**src/rtl/chx_pkg.sv**
```systemverilog
// Shared constants, types and helpers for the control character hex escape codec.
package chx_pkg;

  // Width of one character on the ports
  localparam int CHAR_W = 16;
  // Default width that characters are masked to
  localparam int CHAR_BITS = 16;
  // Longest escape sequence and the pending buffer in front of it
  localparam int SEQ_LEN = 5;
  localparam int HOLD_DEPTH = 4;
  localparam int CNT_W = $clog2(SEQ_LEN + 1);
  localparam int HOLD_IDX_W = $clog2(HOLD_DEPTH);

  // Characters at and above this code pass through in escape mode
  localparam logic [7:0] CTRL_LIMIT = 8'd32;

  // Character codes of the escape sequence and the hex digit ranges
  localparam logic [7:0] CHAR_BSLASH = 8'h5C;
  localparam logic [7:0] CHAR_ZERO = 8'h30;
  localparam logic [7:0] CHAR_NINE = 8'h39;
  localparam logic [7:0] CHAR_X = 8'h78;
  localparam logic [7:0] CHAR_UPPER_A = 8'h41;
  localparam logic [7:0] CHAR_UPPER_F = 8'h46;
  // 'A' - 10, the offset of letter digits
  localparam logic [7:0] HEX_LETTER_BASE = 8'h37;

  // Mode register values
  typedef enum logic {
    DIR_ESCAPE   = 1'b0,
    DIR_UNESCAPE = 1'b1
  } chx_dir_e;

  // Results of one request: up to five characters and their count
  typedef struct packed {
    logic [SEQ_LEN-1:0][CHAR_W-1:0] chars;
    logic [CNT_W-1:0]               cnt;
  } chx_res_t;

  // Update of the pending buffer for one request
  typedef struct packed {
    logic                  we;
    logic [HOLD_IDX_W-1:0] idx;
    logic [CNT_W-1:0]      cnt;
  } chx_hold_t;

  // Uppercase hex digit for a nibble
  function automatic logic [7:0] hex_char(input logic [3:0] nib);
    logic [7:0] ext;
    ext = {4'h0, nib};
    if (nib < 4'd10) begin
      hex_char = CHAR_ZERO + ext;
    end else begin
      hex_char = HEX_LETTER_BASE + ext;
    end
  endfunction

endpackage

```
**src/rtl/chx_step.sv**
```systemverilog
// Combinational step: results and pending buffer update for one request.
module chx_step import chx_pkg::*; #(
  parameter int CharW = CHAR_BITS
) (
  input  logic                                dir_i,
  input  logic [CharW-1:0]                    char_i,
  input  logic                                end_i,
  input  logic [HOLD_DEPTH-1:0][CharW-1:0]    held_i,
  input  logic [CNT_W-1:0]                    held_cnt_i,
  output chx_res_t                            res_o,
  output chx_hold_t                           hold_o
);

  logic             is_hex;
  logic             is_letter;
  logic             pos_ok;
  logic             is_bslash;
  logic [3:0]       hi_nib;
  logic [3:0]       lo_nib;
  logic [3:0]       c_nib;

  // Hex digit class of a character: '0'-'9' or 'A'-'F' only
  function automatic logic hex_ok(input logic [CharW-1:0] ch);
    hex_ok = (ch >= CharW'(CHAR_ZERO) && ch <= CharW'(CHAR_NINE)) ||
             (ch >= CharW'(CHAR_UPPER_A) && ch <= CharW'(CHAR_UPPER_F));
  endfunction

  // Value of a hex digit; letters have low nibble 1..6
  function automatic logic [3:0] hex_val(input logic [CharW-1:0] ch);
    if (ch >= CharW'(CHAR_UPPER_A)) begin
      hex_val = ch[3:0] + 4'd9;
    end else begin
      hex_val = ch[3:0];
    end
  endfunction

  assign is_hex    = hex_ok(char_i);
  assign is_letter = char_i >= CharW'(CHAR_UPPER_A);
  assign is_bslash = char_i == CharW'(CHAR_BSLASH);
  assign hi_nib    = hex_val(held_i[HOLD_DEPTH-1]);
  assign c_nib     = is_letter ? (char_i[3:0] + 4'd9) : char_i[3:0];
  assign lo_nib    = char_i[3:0];

  // Does the new character continue the pending prefix at its position
  always_comb begin
    case (held_cnt_i)
      CNT_W'(0): pos_ok = is_bslash;
      CNT_W'(1): pos_ok = char_i == CharW'(CHAR_ZERO);
      CNT_W'(2): pos_ok = char_i == CharW'(CHAR_X);
      default:   pos_ok = is_hex;
    endcase
  end

  // Result characters and buffer update
  always_comb begin
    // literal flush order: pending characters, then the new one
    for (int k = 0; k < HOLD_DEPTH; k++) begin
      res_o.chars[k] = (CNT_W'(k) < held_cnt_i) ? CHAR_W'(held_i[k]) : CHAR_W'(char_i);
    end
    res_o.chars[SEQ_LEN-1] = CHAR_W'(char_i);
    res_o.cnt  = '0;
    hold_o.we  = 1'b0;
    hold_o.idx = held_cnt_i[HOLD_IDX_W-1:0];
    hold_o.cnt = held_cnt_i;

    if (dir_i == DIR_ESCAPE) begin
      if (char_i < CharW'(CTRL_LIMIT)) begin
        res_o.chars[0] = CHAR_W'(CHAR_BSLASH);
        res_o.chars[1] = CHAR_W'(CHAR_ZERO);
        res_o.chars[2] = CHAR_W'(CHAR_X);
        res_o.chars[3] = CHAR_W'(hex_char(char_i[7:4]));
        res_o.chars[4] = CHAR_W'(hex_char(lo_nib));
        res_o.cnt      = CNT_W'(SEQ_LEN);
      end else begin
        res_o.chars[0] = CHAR_W'(char_i);
        res_o.cnt      = CNT_W'(1);
      end
    end else if (pos_ok && held_cnt_i == CNT_W'(HOLD_DEPTH)) begin
      // complete sequence: one decoded character
      res_o.chars[0] = CHAR_W'({hi_nib, c_nib});
      res_o.cnt      = CNT_W'(1);
      hold_o.cnt     = '0;
    end else if (pos_ok) begin
      if (end_i) begin
        res_o.cnt  = held_cnt_i + CNT_W'(1);
        hold_o.cnt = '0;
      end else begin
        hold_o.we  = 1'b1;
        hold_o.cnt = held_cnt_i + CNT_W'(1);
      end
    end else if (is_bslash && !end_i) begin
      // mismatch; the backslash opens a new prefix
      res_o.cnt  = held_cnt_i;
      hold_o.we  = 1'b1;
      hold_o.idx = '0;
      hold_o.cnt = CNT_W'(1);
    end else begin
      res_o.cnt  = held_cnt_i + CNT_W'(1);
      hold_o.cnt = '0;
    end
  end

endmodule

```
**src/rtl/chx_outbuf.sv**
```systemverilog
// Result register: holds the results of one request and hands them out one per cycle unless stalled.
module chx_outbuf import chx_pkg::*; (
  input  logic               clk_i,
  input  logic               rst_ni,
  input  logic               load_i,
  input  chx_res_t           res_i,
  input  logic               last_i,
  output logic               free_o,
  output logic               out_valid_o,
  input  logic               out_stall_i,
  output logic [CHAR_W-1:0]  char_out_o,
  output logic               last_out_o
);

  logic [SEQ_LEN-1:0][CHAR_W-1:0] buf_q;
  logic [CNT_W-1:0]               cnt_q, cnt_d;
  logic [CNT_W-1:0]               idx_q, idx_d;
  logic                           last_q;
  logic                           at_end;
  logic                           take;

  assign at_end      = idx_q == cnt_q - CNT_W'(1);
  assign out_valid_o = cnt_q != '0;
  assign take        = out_valid_o && !out_stall_i;
  assign free_o      = !out_valid_o || (take && at_end);
  assign char_out_o  = buf_q[idx_q];
  assign last_out_o  = last_q && at_end;

  // Read pointer and fill count
  always_comb begin
    cnt_d = cnt_q;
    idx_d = idx_q;
    if (load_i) begin
      cnt_d = res_i.cnt;
      idx_d = '0;
    end else if (take) begin
      if (at_end) begin
        cnt_d = '0;
        idx_d = '0;
      end else begin
        idx_d = idx_q + CNT_W'(1);
      end
    end
  end

  always_ff @(posedge clk_i or negedge rst_ni) begin
    if (!rst_ni) begin
      cnt_q <= '0;
      idx_q <= '0;
    end else begin
      cnt_q <= cnt_d;
      idx_q <= idx_d;
    end
  end

  // Result payload
  always_ff @(posedge clk_i) begin
    if (load_i) begin
      buf_q  <= res_i.chars;
      last_q <= last_i;
    end
  end

endmodule

```
**src/rtl/control_char_hex_escape_codec.sv**
```systemverilog
// Control character hex escape codec: one request per cycle while not stalled, up to
// five results each, backslash-0x-hex-hex sequences either made from or decoded back
// into characters. A request that gives one result (or none) does not hold off the
// next one, so plain text passes at one character per clock while the output does not
// stall. A request with several results, an escaped control character or a literal
// flush, holds off the next one until its results have left, since the result register
// hands out one character per cycle while not stalled. Requests pass the input
// register, then the result register. A mode write drops any pending partial sequence.
module control_char_hex_escape_codec import chx_pkg::*; #(
  parameter int CharBits = CHAR_BITS
) (
  input  logic               clk_i,
  input  logic               rst_ni,
  input  logic               cfg_we_i,
  input  logic               cfg_wdata_i,
  input  logic               in_valid_i,
  output logic               in_stall_o,
  input  logic [CHAR_W-1:0]  char_in_i,
  input  logic               end_of_text_i,
  output logic               out_valid_o,
  input  logic               out_stall_i,
  output logic [CHAR_W-1:0]  char_out_o,
  output logic               last_out_o
);

  // Characters are masked to CharBits; the ports carry no more than CHAR_W bits
  localparam int CharW = (CharBits < CHAR_W) ? CharBits : CHAR_W;

  logic                             dir_q;
  logic                             in_v_q;
  logic [CharW-1:0]                 in_char_q;
  logic                             in_end_q;
  logic [HOLD_DEPTH-1:0][CharW-1:0] held_q;
  logic [CNT_W-1:0]                 held_cnt_q;
  logic                             accept;
  logic                             move;
  logic                             ob_free;
  chx_res_t                         res;
  chx_hold_t                        hold;

  assign move       = in_v_q && ob_free;
  assign in_stall_o = in_v_q && !ob_free;
  assign accept     = in_valid_i && !in_stall_o;

  // Input register control and mode
  always_ff @(posedge clk_i or negedge rst_ni) begin
    if (!rst_ni) begin
      in_v_q     <= 1'b0;
      dir_q      <= DIR_ESCAPE;
      held_cnt_q <= '0;
    end else begin
      if (accept) begin
        in_v_q <= 1'b1;
      end else if (move) begin
        in_v_q <= 1'b0;
      end
      if (cfg_we_i) begin
        dir_q      <= cfg_wdata_i;
        held_cnt_q <= '0;
      end else if (move) begin
        held_cnt_q <= hold.cnt;
      end
    end
  end

  // Input payload
  always_ff @(posedge clk_i) begin
    if (accept) begin
      in_char_q <= char_in_i[CharW-1:0];
      in_end_q  <= end_of_text_i;
    end
  end

  // Pending partial sequence
  always_ff @(posedge clk_i) begin
    if (move && hold.we) begin
      held_q[hold.idx] <= in_char_q;
    end
  end

  chx_step #(
    .CharW (CharW)
  ) u_step (
    .dir_i      (dir_q),
    .char_i     (in_char_q),
    .end_i      (in_end_q),
    .held_i     (held_q),
    .held_cnt_i (held_cnt_q),
    .res_o      (res),
    .hold_o     (hold)
  );

  chx_outbuf u_outbuf (
    .clk_i       (clk_i),
    .rst_ni      (rst_ni),
    .load_i      (move),
    .res_i       (res),
    .last_i      (in_end_q),
    .free_o      (ob_free),
    .out_valid_o (out_valid_o),
    .out_stall_i (out_stall_i),
    .char_out_o  (char_out_o),
    .last_out_o  (last_out_o)
  );

endmodule

```
**config.mk**
```make
export PLATFORM = sky130hd
export DESIGN_NAME = control_char_hex_escape_codec
export DESIGN_NICKNAME = d
export VERILOG_FILES = /design/src/rtl/chx_pkg.sv /design/src/rtl/chx_step.sv /design/src/rtl/chx_outbuf.sv /design/src/rtl/control_char_hex_escape_codec.sv
export SDC_FILE = /design/constraint.sdc
export NUM_CORES = 1
export LEC_CHECK = 0
export ABC_AREA = 0
export BUFFER_PORTS_ARGS = -buffer_cell sky130_fd_sc_hd__buf_4
export CAP_MARGIN = 10
export CORE_AREA = 2 2 108 136
export CTS_BUF_LIST = sky130_fd_sc_hd__clkbuf_16
export CTS_CLUSTER_SIZE = 40
export DETAILED_ROUTE_END_ITERATION = 12
export DIE_AREA = 0 0 110 138
export PLACE_DENSITY = 0.83
export SLEW_MARGIN = 40
export SYNTH_ARGS = -nofsm -noshare
export SYNTH_HDL_FRONTEND = slang
export SYNTH_HIERARCHICAL = 1
export SYNTH_SLANG_ARGS = --single-unit
```
**constraint.sdc**
```tcl
create_clock -name clk_i -period 5.5 [get_ports clk_i]
set_input_delay 0.825 -clock clk_i [delete_from_list [all_inputs] [get_ports clk_i]]
set_output_delay 0.825 -clock clk_i [all_outputs]
set_load 0.01 [all_outputs]
```
After elaboration in Yosys (flattened, before gate mapping)
Index checks and enable logic that the tools add are counted.
{"block": "totals", "ff_bits": 173, "input_bits": 23, "output_inout_bits": 19}
{"block": "op_classes", "add_sub_neg": 9, "magnitude_cmp": 15, "eq_ne": 7, "mux": 43, "reduce_logical": 28}
{"op": "$mux 64", "count": 2}
{"op": "$mux 16", "count": 7}
{"op": "$bwmux 64", "count": 1}
{"op": "$mux 3", "count": 17}
{"op": "$bmux 16 s3", "count": 1}
{"op": "$mux 19", "count": 2}
{"op": "$demux 16 s2", "count": 1}
{"op": "$eq 16x7->1 const B", "count": 2}
{"op": "$ge 16x7->1 const B", "count": 2}
{"op": "$add 6x4->7 const A", "count": 4}
{"op": "$eq 16x6->1 const B", "count": 1}
{"op": "$ge 16x6->1 const B", "count": 1}
{"op": "$le 16x6->1 const B", "count": 1}
{"op": "$le 16x7->1 const B", "count": 1}
{"op": "$lt 16x6->1 const B", "count": 1}
{"op": "$mux 8", "count": 2}
{"op": "$logic_and 1x1->1", "count": 12}
{"op": "$reduce_bool 2->1", "count": 5}
{"op": "$add 4x4->4 const B", "count": 2}
{"op": "$lt 4x4->1 const B", "count": 2}
{"op": "$mux 4", "count": 2}
{"op": "$add 3x1->3 const B", "count": 2}
{"op": "$lt 1x3->1 const A", "count": 2}
{"op": "$lt 2x3->1 const A", "count": 2}
{"op": "17 further kinds", "count": 27}

Logic depth before layout (Yosys ltp)
{"block": "logic_depth", "ltp_word": 12, "mapped_depth": 12}

Modules after synthesis
The synthesis kept the hierarchy.
{"mod": "chx_outbuf", "n_inst": 1, "cells_per_inst": 201, "area_each_um2": 3495.9, "seq_area_each_um2": 2582.5}
{"mod": "control_char_hex_escape_codec", "n_inst": 1, "cells_per_inst": 108, "area_each_um2": 2725.1, "seq_area_each_um2": 2557.5}
{"mod": "chx_step", "n_inst": 1, "cells_per_inst": 357, "area_each_um2": 2099.5, "seq_area_each_um2": 0.0}

Worst setup path after synthesis
Ideal clock, no wire load.
{"block": "synth_timing", "path_type": "register to register", "start": "reg in_char_q[1]", "end": "reg held_q[32] (netlist bit) (enable)", "setup_time_ps": 413, "t_arrival_ps": 3810, "required_ps": 5087, "slack_ps": 1277, "stages_incl_launch_ff": 11, "synth_period_minus_slack_ps": 4223, "path_cell_list": "edfxtp_1 -> buf_2 -> inv_1 -> ha_1 -> or4b_1 -> a311o_1 -> o2111ai_4 -> and4_1 -> a21oi_1 -> a31o_2 -> nor3b_1"}
{"block": "synth_between", "elab_chain_len": 8}
{"element": "from (decl)", "line": "control_char_hex_escape_codec.sv:31", "source": "logic [CharW-1:0] in_char_q;"}
{"element": "from (signal assigned)", "line": "control_char_hex_escape_codec.sv:69", "source": "in_char_q <= char_in_i[CharW-1:0];"}
{"element": "$ge 16x6->1 (tied with other cells)", "line": "chx_step.sv:24", "source": "hex_ok = (ch >= CharW'(CHAR_ZERO) && ch <= CharW'(CHAR_NINE)) ||"}
{"element": "$logic_and 1x1->1, on equally long branches", "line": "chx_step.sv:24, chx_step.sv:25"}
{"element": "$logic_or 1x1->1", "line": "chx_step.sv:24"}
{"element": "$pmux 1 s3", "line": "chx_step.sv:46", "source": "case (held_cnt_i)"}
{"element": "$mux 1 or $logic_and 1x1->1 (tied branches)", "line": "chx_step.sv:83, chx_step.sv:78"}
{"element": "$mux 3 *", "line": "chx_step.sv:78", "source": "end else if (pos_ok && held_cnt_i == CNT_W'(HOLD_DEPTH)) begin"}
{"element": "$mux 6 *", "line": "chx_step.sv:66", "source": "if (dir_i == DIR_ESCAPE) begin"}
{"element": "$logic_and 1x1->1 *", "line": "control_char_hex_escape_codec.sv:76", "source": "if (move && hold.we) begin"}
{"element": "to (signal, indexed assignment)", "line": "control_char_hex_escape_codec.sv:77", "source": "held_q[hold.idx] <= in_char_q;"}
{"element": "to (decl)", "line": "control_char_hex_escape_codec.sv:33", "source": "logic [HOLD_DEPTH-1:0][CharW-1:0] held_q;"}
Every way passes the cells marked *; elsewhere a longest branch is shown, timed or not. The select of a mux whose other input is x is not followed.
A chain may end at the register's enable or synchronous reset.

Worst setup path after layout
{"block": "layout_timing", "start": "reg in_char_q[1]", "end": "reg held_q[58] (netlist bit) (enable)"}
The elaborated chain is that of the path after synthesis.

==> results.ini <==
[grt]
grt_pass1_vias = 5498
track_usage = 0.268
grt_overflow = 0
grt_pass1_wl_um = 30400
antenna_found_initial = 0
grt_start_max_net_pins = 68

[synth]
synth_flop_cell = edfxtp_1
avgSynthCellArea_um2 = 12.5
synth-edff-count = 162
synth_area_um2 = 8320
synthTopCellsByArea = edfxtp_1 58%, mux2i_1 6.0%, nand2_1 4.3%
synth_cells = 666
synth_top_cell_by_area = edfxtp_1
yosys_warnings = 6
synth_top_area_frac = 0.585
async_reset_ff_frac = 0.0636
synth_cell_types = 80
ys_ff_latch = 173
seq_area_frac_synth = 0.618
synth.net_count = 706

[cts]
cts_sinks = 173
clock_latency_ns = 0.42
cts_buffer_depth = 2
cts_tree = done
clkTransAtPathRegs_ns = 0.07
clock-root-buffer = clkbuf_16
ctsHoldBuffers = 0
post_cts_resized = 0
post_cts.repair.setup_buffers = 0
ctsHtreeMaxLevel = 4
cts_buffers = 17

[place]
dp_hpwl_um = 12400
place.gp.congestion = 0.887
portBuffers = 41
dpl_cell_area_um2 = 8740

[drt]
dr.pass1.iters = 6
ant_nets = 0
detail_route.vias_per_cell = 6.40
drt_iter0_drc = 589
drt_wl_total_um = 19600
via_count = 5612
routedWlPerCell_um = 22.4
drc_errors = 0

[run_status]
run_status = finished, final reports clean

[finish]
multi_input_area_um2 = 2910
diodes = 0
seq_area_um2 = 5140
nets = 727
layout-drive-gt1-share = 0.172
area_growth_pct = 12.5
fillers = 1014
fin_area_um2 = 9360

[die]
die_w_um = 110
core_um2 = 14000
start_util = 0.593
rows = 49
ios = 42
die_h_um = 138
fp.dieArea_um2 = 15200

[timing]
tightest_slew_ns = 0.821
rsz0062_at_grt = no
hold_viol = 0
fmax_mhz = 259
skew_ns = 0.0115
fin_crit_ns = 3.86
drv_slew = 0
min_period_over_period = 0.701
relSlewSlack = 0.451
final-setup-viol-count = 0
tns_ns = 0

[worst_setup_path]
worstPathMaxFanout = 16
startpoint_type = flip-flop
required_ns = 5.54
path_class = reg -> reg
endpoint_kind = flip-flop
cp.arrival_ns = 3.90

[worst_hold_path]
hold_class = in -> async

[pwr]
ir_worst_vdd_v = 0.000285
power_density_nw_per_um2 = 477
leakagePower_nw = 3.33

[job]
drv_cap = 0

==> synthesized netlist by cell type, types with 8 or more instances <==
cell / number
a21oi_1: 38
a2bb2oi_1: 15
buf_2: 9
clkbuf_1: 30
dfrtp_1: 11
edfxtp_1: 162
ha_1: 17
inv_1: 22
mux2i_1: 50
nand2_1: 96
nand3_1: 8
nor2_1: 34
o211ai_1: 8
o21ai_0: 20
o21ai_1: 9
o22ai_1: 16
==> cells by family after synthesis <==
kind of cell / Yosys count / synth area share
mux: 56 / 0.0696
flops: 173 / 0.618
compound gates: 146 / 0.124
fa+ha+maj: 17 / 0.0256
buf+inv: 73 / 0.0397
simple gates: 193 / 0.114
xor+xnor: 8 / 0.00932
==> worst max-delay path: stages, from the launching register on <==
cell and delay (ns):
edfxtp_1 0.57, inv_1 0.23, ha_1 0.31, or4b_1 0.46, a311o_1 0.45, o2111ai_4 0.19
and4_1 0.31, a31o_2 0.23, and4_1 0.72
==> through the flow <==
| stage | cells | setup slack [ns] | total power (W) | util | hold WS [ns] |
|---|---|---|---|---|---|
| 3_5_place_dp | 846 | 1.72 | 0.00325 | 0.623 | 0.537 |
| 3_3_place_gp | 846 | 1.79 | 0.00318 | 0.621 | 0.524 |
| 2_1_floorplan | 666 | 1.28 | 0.00282 | - | 0.480 |
| 5_1_grt | 877 | 1.46 | 0.00465 | 0.667 | 0.224 |
| 4_1_cts | 877 | 1.70 | 0.00448 | 0.666 | 0.215 |
| 6_report | 877 | 1.64 | 0.00446 | 0.667 | 0.230 |
==> registers in the layout, summed over array words and instances, names as in the netlist <==
name             flops
in_end_q             1
in_v_q               1
u_outbuf/cnt_q       3
u_outbuf/last_q      1
u_outbuf/buf_q      80
u_outbuf/idx_q       3
dir_q                1
held_q              64
in_char_q           16
held_cnt_q           3
==> cells in the final DEF (no fill, tap or decap), types with 4 or more instances in the layout <==
master,n
a21oi_1,37
a22o_1,4
a2bb2oi_1,15
buf_4,52
clkbuf_16,17
dfrtp_1,10
edfxtp_1,162
ha_1,17
inv_1,23
mux2_2,4
mux2i_1,50
nand2_1,96
nand2b_1,6
nand3_1,8
nor2_1,33
nor4_1,6
o211ai_1,8
o21ai_0,18
o21ai_1,10
o22ai_1,16
xnor2_1,5
==> power by group <==
| part | switching [W] | leakage (nW) | internal (W) |
|---|---|---|---|
| registers | 0.000181 | 1.65 | 0.00188 |
| clock network | 0.000509 | 0.298 | 0.000722 |
| logic | 0.000692 | 1.39 | 0.000480 |
| total | 0.00138 | 3.33 | 0.00308 |
==> routing by layer <==
layer  wire length [um]  GRT usage
met1               8000      0.366
met2               9830      0.434
met3               1310     0.0467
met4                475     0.0893
met5                  0          0
==> layout make-up <==
class,instances,area share
Timing Repair Buffer,52,0.0417
Clock buffer,17,0.0455
Multi-Input combinational cell,420,0.311
Tap cell,178,0.0238
Inverter,23,0.00923
Clock inverter,14,0.0198
Sequential cell,173,0.549
==> path summary, 6_finish.rpt <==
path,slack (ns),to,depth (start not counted),startpoint
min in group clk_i,0.55,u_outbuf/buf_q[38],2,held_q[38]
setup / recovery,1.64,held_q[58],8,in_char_q[1]
hold reg to reg,0.55,u_outbuf/buf_q[38],2,held_q[38]
setup reg to reg,1.64,held_q[58],8,in_char_q[1]
max in group asynchronous,5.10,dir_q,1,rst_ni
hold / removal,0.23,in_v_q,1,rst_ni
Power figures use the tool's default switching activity.
